==> config.mk <==
export PLATFORM = sky130hd
export DESIGN_NAME = radix_fraction_converter_top
export DESIGN_NICKNAME = d
export VERILOG_FILES = /design/src/design/rfc_pkg.sv /design/src/design/rfc_datapath.sv /design/src/design/rfc_ctrl.sv /design/src/design/radix_fraction_converter_top.sv
export VERILOG_INCLUDE_DIRS = /design/src /design/src/design
export SDC_FILE = /design/constraint.sdc
export NUM_CORES = 2
export LEC_CHECK = 0
export BUFFER_PORTS_ARGS = -buffer_cell sky130_fd_sc_hd__clkbuf_2
export CAP_MARGIN = 0
export CORE_MARGIN = 3
export CORE_UTILIZATION = 55
export CTS_CLUSTER_DIAMETER = 200
export DETAILED_ROUTE_END_ITERATION = 16
export PLACE_DENSITY = 0.77
export SLEW_MARGIN = 5
export SYNTH_ARGS = -nofsm -noshare
export SYNTH_HDL_FRONTEND = slang
export SYNTH_HIERARCHICAL = 1
export SYNTH_SLANG_ARGS = --single-unit
==> constraint.sdc <==
create_clock -name aclk -period 7.4 [get_ports aclk]
set_clock_uncertainty 0.15 [all_clocks]
set_input_delay 0.74 -clock aclk [delete_from_list [all_inputs] [get_ports aclk]]
set_output_delay 0.74 -clock aclk [all_outputs]
set_load 0.02 [all_outputs]
==> src/design/radix_fraction_converter_top_macros.svh <==
// Assertion macros for the radix fraction converter.
// Used by the controller; no other dependencies.
`ifndef RADIX_FRACTION_CONVERTER_TOP_MACROS_SVH
`define RADIX_FRACTION_CONVERTER_TOP_MACROS_SVH
`define RFC_ASSERT_IMP(label, clk, rstn, ante, cons) \
    label: assert property (@(posedge clk) disable iff (!rstn) (ante) |-> (cons)) \
        else $error("rfc check failed");
`define RFC_ASSERT_NEXT(label, clk, rstn, ante, cons) \
    label: assert property (@(posedge clk) disable iff (!rstn) (ante) |=> (cons)) \
        else $error("rfc check failed");
`endif

==> src/design/rfc_pkg.sv <==
// Shared types and constants for the radix fraction converter.
// No dependencies.
package rfc_pkg;
    localparam int unsigned VAL_W   = 48;
    localparam int unsigned BASE_W  = 5;
    localparam int unsigned DIG_W   = 4;
    localparam int unsigned BUF_DEPTH = 48;
    localparam int unsigned BUF_AW  = 6;
    localparam logic [7:0] CH_ZERO  = 8'd48;
    localparam logic [7:0] CH_UPPA  = 8'd65;
    localparam logic [7:0] CH_LOWA  = 8'd97;
    localparam logic [7:0] CH_DOT   = 8'd46;
    localparam logic [7:0] CH_HEXO  = 8'd55;
    localparam logic [0:0] REG_SRC  = 1'b0;
    localparam logic [0:0] REG_DST  = 1'b1;

    typedef enum logic [1:0] {
        OP_INT  = 2'b00,
        OP_FRAC = 2'b01,
        OP_IDIV = 2'b10,
        OP_FDIV = 2'b11
    } dp_op_t;

    typedef struct packed {
        logic   clear;
        logic   start;
        dp_op_t op;
        logic   [DIG_W-1:0] digit;
        logic   clr_rem;
    } dp_cmd_t;

    typedef struct packed {
        logic              busy;
        logic              int_zero;
        logic              rem_zero;
        logic              den_zero;
        logic [DIG_W-1:0]  quot;
    } dp_sts_t;

    function automatic logic [7:0] to_ascii(input logic [DIG_W-1:0] d);
        logic [7:0] r;
        r = (d < 4'd10) ? (CH_ZERO + {4'd0, d}) : (CH_HEXO + {4'd0, d});
        return r;
    endfunction
endpackage

==> src/design/rfc_datapath.sv <==
// Datapath: 48-bit accumulators, a multiplier by the base and a
// restoring divider shared by the integer and fraction digit passes. Uses rfc_pkg.
module rfc_datapath (
    input  logic                    aclk,
    input  logic                    aresetn,
    input  logic [rfc_pkg::BASE_W-1:0] src_base,
    input  logic [rfc_pkg::BASE_W-1:0] dst_base,
    input  rfc_pkg::dp_cmd_t        cmd,
    output rfc_pkg::dp_sts_t        sts
);
    import rfc_pkg::*;

    logic [VAL_W-1:0] int_reg, int_next;
    logic [VAL_W-1:0] num_reg, num_next;
    logic [VAL_W-1:0] den_reg, den_next;
    logic [VAL_W:0]   rem_reg, rem_next;
    logic [DIG_W-1:0] quo_reg, quo_next;
    logic [5:0]       cnt_reg, cnt_next;
    logic             busy_reg, busy_next;
    dp_op_t           op_reg, op_next;

    logic [VAL_W+3:0] trial;
    logic [VAL_W+4:0] t_prod;
    logic [VAL_W:0]   rshift;
    logic [VAL_W:0]   rsub;
    logic [VAL_W-1:0] divisor;
    logic [VAL_W-1:0] mul_a;

    always_comb begin
        int_next  = int_reg;
        num_next  = num_reg;
        den_next  = den_reg;
        rem_next  = rem_reg;
        quo_next  = quo_reg;
        cnt_next  = cnt_reg;
        busy_next = busy_reg;
        op_next   = op_reg;
        trial = '0; t_prod = '0; rshift = '0; rsub = '0;
        divisor = {{(VAL_W-BASE_W){1'b0}}, dst_base};
        mul_a = '0;
        if (cmd.clear) begin
            int_next = '0; num_next = '0; den_next = {{(VAL_W-1){1'b0}}, 1'b1};
            busy_next = 1'b0;
        end else if (cmd.start) begin
            op_next = cmd.op;
            case (cmd.op)
                OP_INT: begin
                    mul_a = int_reg;
                    t_prod = {5'd0, mul_a} * {{(VAL_W){1'b0}}, src_base};
                    int_next = t_prod[VAL_W-1:0] + {{(VAL_W-DIG_W){1'b0}}, cmd.digit};
                end
                OP_FRAC: begin
                    t_prod = {5'd0, num_reg} * {{(VAL_W){1'b0}}, src_base};
                    num_next = t_prod[VAL_W-1:0] + {{(VAL_W-DIG_W){1'b0}}, cmd.digit};
                    t_prod = {5'd0, den_reg} * {{(VAL_W){1'b0}}, src_base};
                    den_next = t_prod[VAL_W-1:0];
                end
                OP_IDIV: begin
                    rem_next = '0; quo_next = '0;
                    cnt_next = 6'(VAL_W); busy_next = 1'b1;
                end
                OP_FDIV: begin
                    t_prod = {5'd0, num_reg} * {{(VAL_W){1'b0}}, dst_base};
                    rem_next = '0; quo_next = '0;
                    trial = t_prod[VAL_W+3:0];
                    int_next = trial[VAL_W-1:0];
                    quo_next = trial[VAL_W+3:VAL_W];
                    cnt_next = 6'(VAL_W+DIG_W); busy_next = 1'b1;
                end
                default: ;
            endcase
        end else if (busy_reg) begin
            // one quotient bit per cycle; IDIV shifts int, FDIV shifts {quo,int}
            if (op_reg == OP_IDIV) begin
                rshift = {rem_reg[VAL_W-1:0], int_reg[VAL_W-1]};
                rsub = rshift - {1'b0, divisor};
                int_next = {int_reg[VAL_W-2:0], ~rsub[VAL_W]};
                rem_next = rsub[VAL_W] ? rshift : rsub;
            end else begin
                rshift = {rem_reg[VAL_W-1:0], quo_reg[DIG_W-1]};
                rsub = rshift - {1'b0, den_reg};
                quo_next = {quo_reg[DIG_W-2:0], int_reg[VAL_W-1]};
                int_next = {int_reg[VAL_W-2:0], ~rsub[VAL_W]};
                rem_next = rsub[VAL_W] ? rshift : rsub;
            end
            cnt_next = cnt_reg - 6'd1;
            if (cnt_reg == 6'd1) begin
                busy_next = 1'b0;
                if (op_reg == OP_FDIV) begin
                    num_next = rem_next[VAL_W-1:0];
                    quo_next = int_next[DIG_W-1:0];
                    int_next = '0;
                end else begin
                    quo_next = rem_next[DIG_W-1:0];
                end
            end
        end
    end

    always_ff @(posedge aclk) begin
        rem_reg <= rem_next;
        quo_reg <= quo_next;
        cnt_reg <= cnt_next;
        op_reg  <= op_next;
        if (!aresetn) begin
            busy_reg <= 1'b0;
            int_reg  <= '0;
            num_reg  <= '0;
            den_reg  <= {{(VAL_W-1){1'b0}}, 1'b1};
        end else begin
            busy_reg <= busy_next;
            int_reg  <= int_next;
            num_reg  <= num_next;
            den_reg  <= den_next;
        end
    end

    assign sts.busy     = busy_reg;
    assign sts.int_zero = (int_reg == '0);
    assign sts.rem_zero = (num_reg == '0);
    assign sts.den_zero = (den_reg == '0);
    assign sts.quot     = quo_reg;
endmodule

==> src/design/rfc_ctrl.sv <==
// Controller: takes characters, checks them, sequences accumulation and the
// digit passes, and drives the output register. Uses rfc_pkg and the macro header.
`include "radix_fraction_converter_top_macros.svh"
module rfc_ctrl #(
    parameter int unsigned MAX_CHARS       = 12,
    parameter int unsigned MAX_FRAC_DIGITS = 12
) (
    input  logic                       aclk,
    input  logic                       aresetn,
    input  logic [rfc_pkg::BASE_W-1:0] src_base,
    input  logic [rfc_pkg::BASE_W-1:0] dst_base,
    input  logic                       s_tvalid,
    output logic                       s_tready,
    input  logic [7:0]                 s_char,
    input  logic                       s_last,
    output logic                       m_tvalid,
    input  logic                       m_tready,
    output logic [7:0]                 m_char,
    output logic                       m_bad,
    output logic                       m_last,
    output rfc_pkg::dp_cmd_t           cmd,
    input  rfc_pkg::dp_sts_t           sts
);
    import rfc_pkg::*;

    typedef enum logic [8:0] {
        ST_IN    = 9'b000000001,
        ST_CHECK = 9'b000000010,
        ST_ACC   = 9'b000000100,
        ST_IDIV  = 9'b000001000,
        ST_IWAIT = 9'b000010000,
        ST_IOUT  = 9'b000100000,
        ST_DOT   = 9'b001000000,
        ST_FDIV  = 9'b010000000,
        ST_FWAIT = 9'b100000000
    } state_t;

    state_t           st_reg, st_next;
    logic [3:0]       cc_reg, cc_next;
    logic [1:0]       dc_reg, dc_next;
    logic [3:0]       dp_reg, dp_next;
    logic             err_reg, err_next;
    logic [3:0]       ix_reg, ix_next;
    logic [BUF_AW-1:0] nd_reg, nd_next;
    logic [4:0]       fc_reg, fc_next;
    logic             ov_reg, ov_next;
    logic [7:0]       mc_reg, mc_next;
    logic             mb_reg, mb_next, ml_reg, ml_next;
    logic [DIG_W-1:0] dbuf [BUF_DEPTH];
    logic [DIG_W-1:0] ibuf [16];
    logic             ib_we;
    logic [3:0]       ib_wa;
    logic [DIG_W-1:0] ib_wd;
    logic             db_we;
    logic [BUF_AW-1:0] db_wa, db_ra;
    logic [DIG_W-1:0] db_rd_reg;
    logic [DIG_W-1:0] ib_rd;
    logic [DIG_W-1:0] dval;
    logic             isdig, isdot;
    logic             bad_chk;
    logic             out_free;

    assign out_free = !ov_reg || m_tready;
    assign s_tready = (st_reg == ST_IN) && out_free;
    assign ib_rd    = ibuf[ix_reg];

    always_comb begin
        isdig = 1'b1; isdot = 1'b0; dval = '0;
        if (s_char >= CH_ZERO && s_char < CH_ZERO + 8'd10) dval = 4'(s_char - CH_ZERO);
        else if (s_char >= CH_UPPA && s_char < CH_UPPA + 8'd6) dval = 4'(s_char - CH_HEXO);
        else if (s_char >= CH_LOWA && s_char < CH_LOWA + 8'd6)
            dval = 4'(s_char - CH_LOWA + 8'd10);
        else begin
            isdig = 1'b0;
            isdot = (s_char == CH_DOT);
        end
    end

    always_comb begin
        bad_chk = err_reg || (cc_reg > 4'(MAX_CHARS));
        if (src_base < 5'd2 || src_base > 5'd16 || dst_base < 5'd2 || dst_base > 5'd16)
            bad_chk = 1'b1;
        if (dc_reg > 2'd1) bad_chk = 1'b1;
        if (dc_reg == 2'd1 && (dp_reg == 4'd0 || dp_reg + 4'd1 == cc_reg)) bad_chk = 1'b1;
    end

    always_comb begin
        st_next = st_reg; cc_next = cc_reg; dc_next = dc_reg; dp_next = dp_reg;
        err_next = err_reg; ix_next = ix_reg; nd_next = nd_reg; fc_next = fc_reg;
        ov_next = ov_reg; mc_next = mc_reg; mb_next = mb_reg; ml_next = ml_reg;
        ib_we = 1'b0; ib_wa = cc_reg; ib_wd = dval;
        db_we = 1'b0; db_wa = nd_reg; db_ra = nd_reg - BUF_AW'(1);
        cmd = '0;
        cmd.op = OP_INT;
        if (ov_reg && m_tready) ov_next = 1'b0;
        case (st_reg)
            ST_IN: begin
                if (s_tvalid && s_tready) begin
                    if (cc_reg >= 4'(MAX_CHARS)) err_next = 1'b1;
                    else begin
                        ib_we = 1'b1;
                        if (isdot) begin
                            if (dc_reg == 2'd0) dp_next = cc_reg;
                            if (dc_reg < 2'd3) dc_next = dc_reg + 2'd1;
                        end else if (!isdig) err_next = 1'b1;
                    end
                    if (cc_reg < 4'd15) cc_next = cc_reg + 4'd1;
                    if (s_last) begin
                        st_next = ST_CHECK; ix_next = '0;
                    end
                end
            end
            ST_CHECK: begin
                if (ix_reg == cc_reg || bad_chk) begin
                    if (bad_chk) begin
                        if (out_free) begin
                            ov_next = 1'b1; mc_next = '0; mb_next = 1'b1; ml_next = 1'b1;
                            st_next = ST_IN;
                            cc_next = '0; dc_next = '0; dp_next = '0; err_next = 1'b0;
                            cmd.clear = 1'b1;
                        end
                    end else begin
                        st_next = ST_ACC; ix_next = '0;
                    end
                end else begin
                    if (!(dc_reg == 2'd1 && ix_reg == dp_reg) &&
                        {1'b0, ib_rd} >= src_base) err_next = 1'b1;
                    ix_next = ix_reg + 4'd1;
                end
            end
            ST_ACC: begin
                if (ix_reg == cc_reg) begin
                    st_next = ST_IDIV; nd_next = '0;
                end else begin
                    if (!(dc_reg == 2'd1 && ix_reg == dp_reg)) begin
                        cmd.start = 1'b1;
                        cmd.digit = ib_rd;
                        cmd.op = (dc_reg == 2'd1 && ix_reg > dp_reg) ? OP_FRAC : OP_INT;
                    end
                    ix_next = ix_reg + 4'd1;
                end
            end
            ST_IDIV: begin
                cmd.start = 1'b1; cmd.op = OP_IDIV; st_next = ST_IWAIT;
            end
            ST_IWAIT: begin
                // entry being written is forwarded into db_rd_reg
                db_ra = nd_reg;
                if (!sts.busy) begin
                    db_we = 1'b1;
                    nd_next = nd_reg + BUF_AW'(1);
                    if (sts.int_zero || nd_reg == BUF_AW'(BUF_DEPTH - 1)) st_next = ST_IOUT;
                    else st_next = ST_IDIV;
                end
            end
            ST_IOUT: begin
                // db_rd_reg holds entry nd-1, fetched in the previous cycle
                if (out_free && nd_reg != '0) begin
                    ov_next = 1'b1; mc_next = to_ascii(db_rd_reg); mb_next = 1'b0;
                    ml_next = (nd_reg == BUF_AW'(1)) && !(dc_reg == 2'd1 && !sts.den_zero);
                    nd_next = nd_reg - BUF_AW'(1);
                    db_ra = nd_reg - BUF_AW'(2);
                    if (nd_reg == BUF_AW'(1)) begin
                        if (dc_reg == 2'd1 && !sts.den_zero) st_next = ST_DOT;
                        else begin
                            st_next = ST_IN; cmd.clear = 1'b1;
                            cc_next = '0; dc_next = '0; dp_next = '0; err_next = 1'b0;
                        end
                    end
                end
            end
            ST_DOT: begin
                if (out_free) begin
                    ov_next = 1'b1; mc_next = CH_DOT; mb_next = 1'b0; ml_next = 1'b0;
                    st_next = ST_FDIV; fc_next = '0;
                end
            end
            ST_FDIV: begin
                cmd.start = 1'b1; cmd.op = OP_FDIV; st_next = ST_FWAIT;
            end
            ST_FWAIT: begin
                if (!sts.busy && out_free) begin
                    ov_next = 1'b1; mc_next = to_ascii(sts.quot); mb_next = 1'b0;
                    fc_next = fc_reg + 5'd1;
                    if (sts.rem_zero || fc_reg + 5'd1 >= 5'(MAX_FRAC_DIGITS)) begin
                        ml_next = 1'b1; st_next = ST_IN; cmd.clear = 1'b1;
                        cc_next = '0; dc_next = '0; dp_next = '0; err_next = 1'b0;
                    end else begin
                        ml_next = 1'b0; st_next = ST_FDIV;
                    end
                end
            end
            default: st_next = ST_IN;
        endcase
    end

    always_ff @(posedge aclk) begin
        if (ib_we) ibuf[ib_wa] <= ib_wd;
        if (db_we) dbuf[db_wa] <= sts.quot;
        db_rd_reg <= (db_we && db_wa == db_ra) ? sts.quot : dbuf[db_ra];
    end

    always_ff @(posedge aclk) begin
        mc_reg <= mc_next; mb_reg <= mb_next; ml_reg <= ml_next;
        ix_reg <= ix_next; nd_reg <= nd_next; fc_reg <= fc_next; dp_reg <= dp_next;
        if (!aresetn) begin
            st_reg <= ST_IN; cc_reg <= '0; dc_reg <= '0; err_reg <= 1'b0; ov_reg <= 1'b0;
        end else begin
            st_reg <= st_next; cc_reg <= cc_next; dc_reg <= dc_next;
            err_reg <= err_next; ov_reg <= ov_next;
        end
    end

    assign m_tvalid = ov_reg;
    assign m_char   = mc_reg;
    assign m_bad    = mb_reg;
    assign m_last   = ml_reg;

    `RFC_ASSERT_IMP(a_bad_zero, aclk, aresetn, m_tvalid && m_bad, m_char == 8'd0 && m_last)
    `RFC_ASSERT_IMP(a_ready_idle, aclk, aresetn, s_tready, st_reg == ST_IN)
    `RFC_ASSERT_NEXT(a_start_busy, aclk, aresetn,
        cmd.start && (cmd.op == OP_IDIV || cmd.op == OP_FDIV), sts.busy)
endmodule

==> src/design/radix_fraction_converter_top.sv <==
// After the last character the input is checked and accumulated, then each
// integer digit is divided out and emitted, then the point and fraction digits.
// Synchronous active-low reset; bases reset to 10 and 2.
// Throughput: one character per cycle until last while the output is free;
// the bit-serial divider sets the output rate; no input is taken until done.
module radix_fraction_converter_top #(
    parameter int unsigned MAX_CHARS       = 12,
    parameter int unsigned MAX_FRAC_DIGITS = 12
) (
    input  logic        aclk,
    input  logic        aresetn,
    input  logic        cfg_we,
    input  logic [0:0]  cfg_index,
    input  logic [4:0]  cfg_data,
    input  logic        s_tvalid,
    output logic        s_tready,
    input  logic [7:0]  s_tdata,   // in_char
    input  logic        s_tlast,   // in_last
    output logic        m_tvalid,
    input  logic        m_tready,
    output logic [7:0]  m_tdata,   // out_char
    output logic        m_tuser,   // bad_input
    output logic        m_tlast    // out_last
);
    import rfc_pkg::*;

    logic [BASE_W-1:0] src_reg, dst_reg;
    dp_cmd_t cmd;
    dp_sts_t sts;

    always_ff @(posedge aclk) begin
        if (!aresetn) begin
            src_reg <= 5'd10; dst_reg <= 5'd2;
        end else if (cfg_we) begin
            if (cfg_index == REG_SRC) src_reg <= cfg_data;
            if (cfg_index == REG_DST) dst_reg <= cfg_data;
        end
    end

    rfc_ctrl #(.MAX_CHARS(MAX_CHARS), .MAX_FRAC_DIGITS(MAX_FRAC_DIGITS)) u_ctrl (
        .aclk, .aresetn, .src_base(src_reg), .dst_base(dst_reg),
        .s_tvalid, .s_tready, .s_char(s_tdata), .s_last(s_tlast),
        .m_tvalid, .m_tready, .m_char(m_tdata), .m_bad(m_tuser), .m_last(m_tlast),
        .cmd, .sts
    );

    rfc_datapath u_dp (
        .aclk, .aresetn, .src_base(src_reg), .dst_base(dst_reg), .cmd, .sts
    );
endmodule
==> run summary <==
total power draw = 7.163 mW
Critical Path Start Type = flop
cell at the slowest stage of the critical path = or4_1
Max transition margin = 0.1376
Sum Neg Setup Slack = 0 ns
Comb power frac = 0.095
critical path peak fanout = 10
Cell Count, Final, Fillers Out = 7748
Syn Std Cell Area = 0.05820 mm^2
routed vias = 46803
H-tree Lvls = 2
final hold vios = 0
fin crit share = 0.9391
initial core utilization = 0.5584
I/O Buffers = 30
Cell Chain, Critical Path = or4_1, nor3_2, and3_1, inv_1, fa_1, inv_1, ha_1, inv_1, fa_1, inv_1, fa_1, a211oi_1, o21ai_0, o211ai_1, a21oi_1, o31ai_1, o21ai_0, nand3_1, nand2_1, xor2_1, a221oi_1, o22ai_1
DRT Pass-1 Iters = 6
total CTS buffers = 57
first-pass GRT wire length = 246400 um
mean post-synth cell area = 8.971 um^2
Die H = 331.3 um
io pins = 32
leakage power = 27.34 nW
Sink Count = 526
RSZ-0062 raised after global routing = false
initial antenna violation count = 5
die footprint = 0.1098 mm^2
TritonCTS clock tree = yes
CTS Root Buffer Type = clkbuf_16
internal power = 5.306 mW
largest net degree at the start of global routing = 103
Achievable Freq = 0.1439 GHz
Cells after Synth = 6488
share of layout cells above drive strength 1 = 0.05246
switching share of power = 0.2592
num rows = 118
WL/cell = 19.47 um
worst path bufs/invs = 4
GRT Total Usage = 0.2711
Top delay family on crit path = compound AO/OA/AOI/OAI gates
Worst EP required = 7.79 ns
Switch Pwr = 1.856 mW
Reg clk slew, reported paths = 0.07 ns
max reg flops = 192
type of the most critical hold path = primary input to flop
Setup CP Type = flop to flop
Largest regs = u_ctrl/dbuf x192, u_ctrl/ibuf x64
crit-path most repeated cell = inv_1
Worst EP arrival = 7.34 ns
max-slew violations = 0
GP Congestion = 0.9443
slew at the pin closest to its max-slew limit = 1.294 ns
Ys Warns = 6
vias per cell = 6.041
Reg power frac = 0.458
clk buf depth = 3
area grow syn2layout = 5.609%
CP max stage delay = 0.73 ns
minimum clock period = 6.949 ns
ANT nets after route = 0
power density cells = 116.5 mW/mm^2
Clock power frac = 0.448
vias in the first global route = 46446
drt total wl = 150800 um
placed cells = 7640
Largest Register = u_ctrl/dbuf
DR iter-0 viols = 4053
max_cap viols = 0
worst setup margin = 0.4509 ns
status = complete, no violations
post-CTS setup buffers = 0
Worst IR Drop VDD = 198.5 uV
DRC violations left = 0
CORE AREA = 0.1042 mm^2
GR Overflow Total = 0
Worst-Skew Late Latency = 0.67 ns
Worst setup EP type = flop
dpl hpwl = 110500 um
die width = 331.3 um
worst slack, placed = 0.5040 ns
Nets = 7265
count of final setup violators = 0
layout by cell type (no fill, tap or decap), types with 14 or more instances in the layout:
cell type,count
fa_1,538
a211oi_1,50
or3_1,37
nor2b_1,39
nand4_1,53
clkbuf_2,30
o21ai_0,272
clkbuf_16,59
mux4_2,49
dfxtp_1,173
xnor2_1,173
nor2_1,293
mux2i_1,16
a21o_1,127
xor2_1,91
o21a_1,36
o31ai_1,24
inv_1,920
nor3_1,88
a221oi_1,49
nand2_1,532
o22ai_1,18
edfxtp_1,344
and3_1,41
conb_1,17
nand2b_1,39
ha_1,388
nand3_1,88
o211ai_1,34
nor4_1,60
mux4_1,28
a211o_1,14
a21oi_1,436
buf_4,63
o21bai_1,21
a31oi_1,41
and2_1,770
worst register-to-register path, delay by kind of cell (launching register included):
kind                     cells  cell delay, ns
adder cells (fa/ha/maj)      4            1.79
AND/OR/NAND/NOR              5            1.76
buffers and inverters        4            0.28
AO/OA/AOI/OAI                8            2.29
flip-flops                   1            0.39
XOR/XNOR                     1            0.16
area by class of cell:
type                    count  area, um^2
fillers                  8915       42770
multi-input cells        4718       39520
flip-flops and latches    526       14000
inverters                 922        3461
well taps                1380        1727
clock buffers              71        1582
repair buffers             94       643.1
clock inverters            36       539.3
diodes                      1       2.502
power groups by stage:
stage | Clock, mW | Sequential, mW | Combinational [mW]
finish | 3.21 | 3.28 | 0.679
global route | 3.35 | 3.29 | 0.733
CTS | 3.25 | 3.28 | 0.667
global placement | 0 | 3.33 | 0.640
floorplan | 0 | 3.27 | 0.502
detailed placement | 0 | 3.34 | 0.658
repair_timing:
action | 4_1_cts | 5_1_grt
hold endpoints to repair | 0 | 0
endpoints found under the setup margin | 0 | 1
resized for setup | 0 | 1
hold buffers | 0 | 0
per-layer routing:
metal / track usage / up-vias / share of wire
met1: 0.3667 / 23146 / 0.42
li1: - / 21428 / -
met4: 0.09478 / 4 / 0.039
met3: 0.03095 / 374 / 0.070
met2: 0.4531 / 1851 / 0.47
met5: 0 / - / 0.00015
metrics by stage:
stage               hold slack (ns)  cell area, um^2  utilization
floorplan                    0.2753            58260            -
detailed placement           0.3018            59340       0.5693
global placement             0.2893            59340       0.5693
CTS                          0.1858            61460       0.5897
finish                       0.2129            61470       0.5897
global route                 0.2058            61470       0.5897
final timing paths:
kind              slack (ns)               end  cells after the start        startpoint
setup reg to reg        0.45  u_dp/int_reg[38]                     22  u_ctrl/st_reg[0]
setup / recovery        0.45  u_dp/int_reg[38]                     22  u_ctrl/st_reg[0]
hold / removal          0.21        src_reg[1]                      3       cfg_data[1]
hold reg to reg         0.31    u_ctrl/err_reg                      2    u_ctrl/err_reg
Power figures use the tool's default switching activity.
